<file path="src/salru_line_mem.sv">
module salru_line_mem #(
   parameter int ROW_W  = 8,
   parameter int ADDR_W = 1
) (
   input  logic              clock,
   input  logic              wr_en,
   input  logic [ADDR_W-1:0] wr_addr,
   input  logic [ROW_W-1:0]  wr_data,
   input  logic              rd_en,
   input  logic [ADDR_W-1:0] rd_addr,
   output logic [ROW_W-1:0]  rd_data
);

   logic [ROW_W-1:0] mem_ff [2**ADDR_W];
   logic [ROW_W-1:0] rd_data_ff;

   // One set per row; the read data is registered.
   always_ff @(posedge clock) begin
      if (wr_en) begin
         mem_ff[wr_addr] <= wr_data;
      end
   end

   always_ff @(posedge clock) begin
      if (rd_en) begin
         rd_data_ff <= mem_ff[rd_addr];
      end
   end

   assign rd_data = rd_data_ff;

endmodule

</file>
<file path="config.mk">
export PLATFORM = sky130hd
export DESIGN_NAME = salru_line_mem
export DESIGN_NICKNAME = d
export VERILOG_FILES = /design/src/salru_line_mem.sv
export SDC_FILE = /design/constraint.sdc
export NUM_CORES = 1
export LEC_CHECK = 0
export BUFFER_PORTS_ARGS = -buffer_cell sky130_fd_sc_hd__buf_2
export CORE_AREA = 5 5 48 50
export CTS_CLUSTER_SIZE = 8
export DETAILED_ROUTE_END_ITERATION = 7
export DIE_AREA = 0 0 53 55
export PLACE_DENSITY = 0.73
export SYNTH_ARGS = -nofsm -noshare
export SYNTH_HDL_FRONTEND = slang
export SYNTH_SLANG_ARGS = --single-unit
</file>
<file path="constraint.sdc">
create_clock -name clock -period 1.1 [get_ports clock]
set_clock_uncertainty 0.15 [all_clocks]
set_input_delay 0 -clock clock [delete_from_list [all_inputs] [get_ports clock]]
set_output_delay 0 -clock clock [all_outputs]
set_load 0.01 [all_outputs]
</file>
After elaboration in Yosys (flattened, before gate mapping)
Memories as Yosys holds them, arrays and structs flattened. A register that Yosys moved wholly into a read port is not among the register bits.
Index checks and enable logic that the tools add are counted.

cells by class
  mux-type cells = 2

operator list
  cell               number
  two-way mux 1 bit  2

storage, ports and cells
  memories kept = 1
  bits in writable memories = 16
  register bits = 0
  output and inout port bits = 8
  word-level logic and storage cells = 3

memory list
  name    depth  width  rd ports  clocked after memory_dff  wr ports  line  source
  mem_ff  2      8      1         1                         1         14    logic [ROW_W-1:0] mem_ff [2**ADDR_W];

Logic depth before layout (Yosys ltp)
Gate-level depths: netlist (run 1).

  depth after elaboration = 2
  gate-level depth with buffers = 2
  mapped depth without buffers = 1

Worst setup path after synthesis (run 1)
No wires, ideal clock.

  path kind = reg2reg
  from = memory mem_ff[0][0]
  to = register rd_data_ff[0] (netlist: rd_data[0]) (read register of mem_ff) (data pin)
  setup time = 0.260 ns
  setup slack = 0.100 ns
  data arrival time = 0.590 ns
  period minus slack after synthesis = 1.000 ns
  path buffers = 0
  cell stages (with the launch flop) = 2
  path through = edfxtp_1 mux2_4

RTL lines
  item             line  source
  start, declared  14
  end, declared    15    logic [ROW_W-1:0] rd_data_ff;

No word-level cell between the ends.

Final worst setup path (run 1)
  from = input port wr_addr
  to = memory mem_ff[0][6], enable pin

RTL lines
  item             line  source
  start, declared  7     input logic [ADDR_W-1:0] wr_addr,

Straight into the memory's write port.

==> flow_metrics.py, run 1 <==
metrics = {
    "timing": {
        "max_freq_ghz": 0.940,
        "period_needed_ps": 1060,
        "hold_viol_final": 0,
        "min_period_over_period": 0.967,
        "slew_headroom": 0.756,
        "setup_viol": 0,
        "setup_tns_ps": 0,
        "rsz0062_at_grt": "no",
        "tightest_slew_ps": 366,
        "report.final.slew_viol_count": 0,
    },
    "detailed_routing": {
        "detail_route.wl_per_cell_um": 12.0,
        "vias": 420,
        "drt_iter0_drc": 3,
        "drc": 0,
        "dr.pass1.iters": 2,
        "finalWirelength_mm": 1.15,
        "vias_per_cell": 4.38,
        "ant_nets": 0,
    },
    "clock_network": {
        "root_buffer": "clkbuf_4",
        "tritoncts": "yes",
        "clock_sinks": 24,
        "clkTransAtPathRegs_ps": 120,
        "cts-htree-levels": 1,
        "cts_inserted_buffers": 3,
        "clockBufferDepth": 2,
        "cts_setup_buffers": 0,
        "clock_latency_ps": 310,
    },
    "yosys": {
        "syn-mean-instance-area_um2": 24.7,
        "synth_cell_type_count": 5,
        "yosysWarnings": 0,
        "yosys.area.top_type_share": 0.834,
        "syn-instance-count": 35,
        "synth.largest_area_cell": "edfxtp_1",
        "netlist_area_um2": 865,
        "synth_nets": 48,
        "ys_ff_latch": 24,
        "synth-seq-area-share": 0.834,
        "synth_area_leaders": "edfxtp_1 83%, mux2_4 14%, buf_6 1.3%",
    },
    "final_layout": {
        "fill_cells": 144,
        "area_delta_synth_final_pct": 29.7,
        "nNetsFinal": 83,
        "antennaDiodeCount": 0,
        "drive_above_1_share": 0.464,
        "design_area_mm2": 0.00112,
        "multi_input_area_um2": 133,
        "ff_latch_area_um2": 721,
    },
    "status": {
        "outcome": "completed",
    },
    "die": {
        "rows": 16,
        "initial_core_util": 0.464,
        "fp.dieH_um": 55,
        "pin_count": 21,
        "die_x_um": 53,
        "dieArea_mm2": 0.00292,
        "core_mm2": 0.00186,
    },
    "pwr": {
        "ir_drop_mv": 0.968,
        "p_leak_nw": 0.440,
        "cellPowerDensity_mw_per_mm2": 1450,
    },
    "critical_path": {
        "crit_arrival_ps": 940,
        "cp-end-kind": "flop",
        "path_max_fanout": 8,
        "start_kind": "primary input",
        "cp.required_ps": 980,
        "path_class": "in2reg",
    },
    "global_route": {
        "overflow": 0,
        "gr-usage-all-layers": 0.0971,
        "grt_pass1_vias": 444,
        "grt_max_degree": 14,
        "antenna_found_initial": 0,
        "grt_pass1_wl_mm": 1.84,
    },
    "run": {
        "maxCapViolCount": 0,
    },
    "placement": {
        "io_buffers": 20,
        "dpl_cell_area_um2": 995,
        "gp_congestion": 0.613,
    },
    "min_path": {
        "min_path_type": "in2reg",
    },
}
## registers in the layout, summed over array words and instances, names as in the netlist
register	cells
rd_data	8
mem_ff	16
## power by group
group | internal, mW | switching, mW
Sequential | 1.08 | 0.0143
Combinational | 0.0949 | 0.0606
Clock | 0.133 | 0.239
Total | 1.31 | 0.314
## synth_stat cells
master and n:
nor2b_1 1, and2_1 1, mux2_4 8, buf_6 1, edfxtp_1 24
## critical path, cell delays in order
cell and delay [ps]:
buf_2 100, dlygate4sd3_1 550, nor2b_1 110, buf_4 170
## logic make-up after synthesis
family,share of synthesized area
buf+inv,0.0130
simple gates,0.0145
flops,0.834
mux,0.139
## what timing repair did
action | in CTS | in global routing
resized for setup | 0 | 0
setup endpoints to repair | 0 | 0
hold endpoints to repair | 32 | 0
hold buffers | 10 | 0
## stage by stage
stage          utilization  hold slack, ps  cells  setup slack (ps)  total power, mW
5_1_grt              0.602            26.8     96              11.5             1.68
6_report             0.602            28.0     96              36.0             1.62
2_1_floorplan            -           -51.1     35              99.6             1.19
3_5_place_dp         0.534            41.6     82              58.1             1.25
3_3_place_gp         0.534            38.7     82              85.3             1.24
4_1_cts              0.602            28.4     96              44.9             1.63
## placed cells by master (no fill, tap or decap), drive strengths merged
cell          n
and2          1
buf          21
clkbuf        3
clkinv        1
dlygate4sd3  10
edfxtp       24
mux2          8
nor2b         1
## path summary, 6_finish.rpt
check,from,endpoint,slack [ps],cells after the start
worst max-delay path,wr_addr,mem_ff[0][6],40,4
worst min-delay path,wr_en,mem_ff[0][4],30,3
worst max register to register,mem_ff[0][5],rd_data[5],60,1
worst min register to register,mem_ff[0][7],rd_data[7],410,1
## per-layer routing
layer,GRT usage,share of wire,routed length [um],vias to the layer above
met5,0,0,0,-
met4,0.0766,0.024,28,0
met3,0.0322,0.090,103,3
met2,0.169,0.51,588,22
met1,0.0949,0.37,430,190
li1,-,-,-,205
## final cells by class
| cell class | count | share of cell area |
|---|---|---|
| Sequential cell | 24 | 0.643 |
| Tap cell | 27 | 0.0301 |
| Clock buffer | 3 | 0.0201 |
| Clock inverter | 1 | 0.00335 |
| Timing Repair Buffer | 31 | 0.185 |
| Multi-Input combinational cell | 10 | 0.118 |
(Power assumes the default switching activity.)
==> run 2: changes to the inputs <==
--- a/config.mk
+++ b/config.mk
@@ -5,12 +5,13 @@
 export SDC_FILE = /design/constraint.sdc
 export NUM_CORES = 1
 export LEC_CHECK = 0
+export ABC_AREA = 1
 export BUFFER_PORTS_ARGS = -buffer_cell sky130_fd_sc_hd__buf_2
 export CORE_AREA = 5 5 48 50
 export CTS_CLUSTER_SIZE = 8
 export DETAILED_ROUTE_END_ITERATION = 7
 export DIE_AREA = 0 0 53 55
-export PLACE_DENSITY = 0.73
+export PLACE_DENSITY = 0.71
 export SYNTH_ARGS = -nofsm -noshare
 export SYNTH_HDL_FRONTEND = slang
 export SYNTH_SLANG_ARGS = --single-unit
==> run 2 against run 1 <==
  * Core utilization is 0.40 points lower
  * Cell count up 21%
  * Wire length is 0.26% lower
  * Power shrank 2.8%
  * Register-to-register slack improved by 130 ps
  * Critical path depth unchanged
  * Combinational power decreased by 8%
  * Flip-flop and latch count stayed put
  * Final area shrank 0.67%
  * Fmax down 0.59%
  * Global-route usage down 0.34 points
  * Sequential power about the same
==> flow_metrics.py, run 2 <==
metrics = {
    "detailed_routing": {
        "vias": 487,
        "wl_met3_um": 82,
        "met2_length_um": 562,
        "ant_nets": 0,
        "drc": 0,
        "dr.pass1.iters": 3,
        "wl_met1_um": 480,
        "vias_per_cell": 4.20,
        "detail_route.wl_per_cell_um": 9.88,
        "highest_layer": "met4",
        "finalWirelength_mm": 1.15,
        "drt_iter0_drc": 5,
    },
    "pwr": {
        "power_mw": 1.57,
        "ir_drop_mv": 0.743,
        "cellPowerDensity_mw_per_mm2": 1410,
        "p_leak_nw": 0.468,
    },
    "timing": {
        "tightest_slew_ps": 167,
        "max_freq_ghz": 0.934,
        "hold_viol_final": 0,
        "min_period_over_period": 0.973,
        "period_needed_ps": 1070,
        "rsz0062_at_grt": "no",
        "slew_headroom": 0.888,
        "setup_viol": 0,
        "setup_tns_ps": 0,
        "report.final.slew_viol_count": 0,
    },
    "global_route": {
        "antenna_found_initial": 0,
        "grt_pass1_wl_mm": 1.86,
        "grt_pass1_vias": 442,
        "grt_max_degree": 13,
        "gr-usage-all-layers": 0.0937,
        "overflow": 0,
    },
    "final_layout": {
        "antennaDiodeCount": 0,
        "area_delta_synth_final_pct": 32.4,
        "design_area_mm2": 0.00111,
        "largest_register_ffs": 16,
        "drive_above_1_share": 0.292,
        "regMostFlops": "mem_ff",
        "layout_commonest_cell": "nand2_1",
        "layout_common_cells": "25 x nand2_1, 24 x edfxtp_1, 20 x buf_2",
        "nNetsFinal": 104,
    },
    "yosys": {
        "ys_ff_latch": 24,
        "syn-mean-instance-area_um2": 15.6,
        "synth_edf_count": 24,
        "synthTopCellsByCount": "25 x nand2_1, 24 x edfxtp_1, 2 x inv_1",
        "syn-instance-count": 54,
        "synth_cell_type_count": 6,
        "yosysWarnings": 0,
        "yosysMostFrequentCell": "nand2_1",
        "yosys.area.top_type_share": 0.857,
        "synthArstFlopShare": 0,
        "synth_nets": 67,
        "synth.largest_area_cell": "edfxtp_1",
        "synth-seq-area-share": 0.857,
        "synth_ff_type": "edfxtp_1",
        "synth_area_leaders": "edfxtp_1 86%, nand2_1 11%, buf_6 1.3%",
        "netlist_area_um2": 841,
    },
    "die": {
        "dieArea_mm2": 0.00292,
        "rows": 16,
        "die_x_um": 53,
        "pin_count": 21,
        "fp.dieH_um": 55,
        "initial_core_util": 0.452,
        "core_mm2": 0.00186,
    },
    "clock_network": {
        "tritoncts": "yes",
        "clkTransAtPathRegs_ps": 110,
        "clock_latency_ps": 290,
        "root_buffer": "clkbuf_4",
        "clock_sinks": 24,
        "clockBufferDepth": 2,
        "cts-htree-levels": 1,
        "cts_inserted_buffers": 3,
    },
    "critical_path": {
        "crit_arrival_ps": 930,
        "path_class": "in2reg",
        "start_kind": "primary input",
        "cp-end-kind": "flop",
        "slowest_stage": "dlygate4sd3_1",
        "cp_cell_sequence": "dlygate4sd3_1 > buf_2 > nor2_1 > buf_4",
        "critPathMaxStageDelay_ps": 530,
        "cp.required_ps": 960,
        "path_max_fanout": 8,
    },
    "placement": {
        "io_buffers": 20,
        "gp_congestion": 0.662,
        "dpl_cell_area_um2": 971,
    },
    "status": {
        "outcome": "completed",
    },
    "run": {
        "maxCapViolCount": 0,
    },
    "min_path": {
        "min_path_type": "in2reg",
    },
}
==> run 2: cell count changes after synthesis, sizes merged <==
cell / previous run / this run
mux2: 8 / 0
inv: 0 / 3
nor2: 0 / 1
and2: 1 / 0
nand2: 0 / 25
nor2b: 1 / 0
==> run 2: path summary, 6_finish.rpt <==
path / from / endpoint / slack [ps] / cells past startpoint
setup / recovery: wr_addr / mem_ff[0][2] / 30 / 4
hold / removal: wr_data[4] / mem_ff[0][4] / 270 / 2
setup reg to reg: mem_ff[0][3] / rd_data[3] / 190 / 2
hold reg to reg: mem_ff[0][2] / rd_data[2] / 370 / 2
==> run 2: layout make-up <==
type	instances	area (um^2)
fill	147	748
sequential	24	721
timing repair buffer	33	228
multi-input combinational	26	97.6
tap	27	33.8
clock buffer	3	22.5
inverter	3	11.3
==> run 2: timing repair <==
action                                  in CTS  in global routing
hold buffers                                11                  1
gates resized for setup                      0                  1
hold endpoints to repair                    39                  8
setup buffers                                0                  0
endpoints found under the setup margin       0                  8
==> run 2: power breakdown <==
part	internal [mW]	switching, mW	total [mW]
clock	0.127	0.212	0.340
combinational	0.0718	0.0703	0.142
sequential	1.08	0.0140	1.09
total	1.28	0.297	1.57
==> run 2: per-stage QoR <==
step                      cells  setup WS, ps  hold slack (ps)   util
after global routing        116          17.5              273  0.598
after global placement      101           227             38.3  0.522
after floorplan              54           190            -51.1      -
after CTS                   115          20.0             37.0  0.593
final                       116          29.7              271  0.598
after detailed placement    101           197             44.1  0.522
==> run 2: kinds of logic (layout without fill, tap and decap cells) <==
logic type / count (synthesis) / after routing / share of synthesized area
and+or+nand+nor: 26 / 26 / 0.116
buffers and inverters: 4 / 39 / 0.0268
DFF: 24 / 24 / 0.857
==> run 2: critical path, delay by kind of cell <==
| family | cells | cell delay (ps) |
|---|---|---|
| buf+inv | 3 | 830 |
| simple gates | 1 | 90 |
==> run 2: per-layer routing <==
| metal | vias up | global-route usage |
|---|---|---|
| li1 | 255 | - |
| met1 | 214 | 0.104 |
| met2 | 16 | 0.159 |
| met3 | 2 | 0.0241 |
| met4 | 0 | 0.0638 |
| met5 | - | 0 |
==> run 3: changes to the inputs <==
--- a/config.mk
+++ b/config.mk
@@ -6,7 +6,7 @@
 export NUM_CORES = 1
 export LEC_CHECK = 0
 export ABC_AREA = 1
-export BUFFER_PORTS_ARGS = -buffer_cell sky130_fd_sc_hd__buf_2
+export BUFFER_PORTS_ARGS = -buffer_cell sky130_fd_sc_hd__buf_4
 export CORE_AREA = 5 5 48 50
 export CTS_CLUSTER_SIZE = 8
 export DETAILED_ROUTE_END_ITERATION = 7
==> run 3 against run 2 <==
  * Die area unchanged
  * Final area up 6.3%
  * Count of clock-buffer cells in the layout did not move
  * Worst hold slack got worse by 240 ps
  * Via count grew 0.21%
  * Clock power up 81%
  * Critical path type unchanged
  * Largest cell class unchanged
==> flow_metrics.py, run 3 (same netlist as run 2, synthesis figures left out) <==
metrics = {
    "pwr": {
        "power_mw": 1.87,
        "p_leak_nw": 0.497,
        "ir_drop_mv": 0.826,
        "cellPowerDensity_mw_per_mm2": 1580,
    },
    "clock_network": {
        "clock_latency_ps": 310,
        "clkTransAtPathRegs_ps": 130,
        "clockBufferDepth": 2,
        "cts_inserted_buffers": 3,
        "cts.repair.resized": 0,
        "clock_sinks": 24,
        "root_buffer": "clkbuf_4",
        "cts_setup_buffers": 0,
        "cts-htree-levels": 1,
        "tritoncts": "yes",
        "ctsHoldBuffers": 11,
    },
    "placement": {
        "io_buffers": 20,
        "gp_congestion": 0.695,
        "dpl_cell_area_mm2": 0.00102,
        "dp_hpwl_um": 857,
    },
    "die": {
        "rows": 16,
        "core_mm2": 0.00186,
        "dieArea_mm2": 0.00292,
        "initial_core_util": 0.452,
        "pin_count": 21,
        "die_x_um": 53,
        "fp.dieH_um": 55,
    },
    "final_layout": {
        "area_delta_synth_final_pct": 40.8,
        "nNetsFinal": 103,
        "fill_cells": 147,
        "layout_common_cells": "25 x nand2_1, 24 x edfxtp_1, 21 x buf_4",
        "ff_latch_area_um2": 721,
        "largest_register_ffs": 16,
        "drive_above_1_share": 0.292,
        "utilization": 0.636,
        "regMostFlops": "mem_ff",
        "multi_input_area_um2": 97.6,
        "antennaDiodeCount": 0,
        "design_area_mm2": 0.00118,
        "layout_commonest_cell": "nand2_1",
    },
    "timing": {
        "rsz0062_at_grt": "no",
        "period_needed_ps": 1060,
        "whs_ps": 34.6,
        "min_period_over_period": 0.968,
        "report.final.slew_viol_count": 0,
        "max_freq_ghz": 0.939,
        "hold_viol_final": 0,
        "slew_headroom": 0.793,
        "setup_tns_ps": 0,
        "tightest_slew_ps": 310,
        "setup_viol": 0,
    },
    "critical_path": {
        "path_class": "in2reg",
        "r2r_cells": 2,
        "cp.required_ps": 940,
        "cp-end-kind": "flop",
        "path_depth": 4,
        "slowest_stage": "dlygate4sd3_1",
        "critPathMaxStageDelay_ps": 520,
        "crit_arrival_ps": 910,
        "path_delay_family": "buffers and inverters",
        "start_kind": "primary input",
        "path_max_fanout": 8,
        "cp_cell_sequence": "dlygate4sd3_1 > buf_4 > nand2_1 > inv_1",
        "crit_buf_inv": 3,
    },
    "detailed_routing": {
        "finalWirelength_mm": 1.21,
        "wl_met3_um": 87,
        "dr.pass1.iters": 4,
        "vias_per_cell": 4.21,
        "met2_length_um": 615,
        "highest_layer": "met3",
        "wl_met1_um": 509,
        "detail_route.wl_per_cell_um": 10.4,
        "ant_nets": 0,
        "vias": 488,
        "drt_iter0_drc": 8,
        "drc": 0,
    },
    "min_path": {
        "whs_path_depth": 4,
        "min_path_type": "in2reg",
    },
    "global_route": {
        "gr-usage-all-layers": 0.101,
        "antenna_found_initial": 0,
        "grt_pass1_vias": 449,
        "grt_max_degree": 15,
        "overflow": 0,
        "grt_pass1_wl_mm": 1.91,
    },
    "run": {
        "maxCapViolCount": 0,
    },
    "status": {
        "outcome": "completed",
    },
}
run 3: through the flow:
| stage | worst slack, ps | instances |
|---|---|---|
| final | 35.6 | 116 |
| after global routing | 7.56 | 116 |
| after CTS | 38.5 | 116 |
| after detailed placement | 192 | 101 |
| after global placement | 242 | 101 |
| after floorplan | 190 | 54 |
run 3: cell type report:
cell class | count | area share
clock buffers | 3 | 0.0190
clock inverters | 1 | 0.0254
inverters | 3 | 0.00951
multi-input cells | 26 | 0.0825
flip-flops and latches | 24 | 0.609
well taps | 27 | 0.0285
repair buffers | 32 | 0.226
run 3: worst paths after layout:
check,startpoint,endpoint,slack [ps]
setup / recovery,wr_addr,mem_ff[1][4],40
setup reg to reg,mem_ff[0][7],rd_data[7],180
hold / removal,wr_en,mem_ff[0][3],30
hold reg to reg,mem_ff[0][0],rd_data[0],380
run 3: tightest hold or removal path: cells and delay by family:
family        cells  cell delay (ps)
buf+inv           3              290
simple gates      1               70
run 3: power by group:
| part | total (mW) | switching (mW) | internal, mW |
|---|---|---|---|
| combinational | 0.164 | 0.0723 | 0.0919 |
| sequential | 1.09 | 0.0151 | 1.08 |
| clock | 0.616 | 0.247 | 0.368 |
| total | 1.87 | 0.335 | 1.54 |
run 3: layer usage:
metal | up-vias | global-route usage
met5 | - | 0
met4 | 0 | 0.0766
met3 | 0 | 0.0402
met2 | 18 | 0.171
met1 | 218 | 0.101
li1 | 252 | -
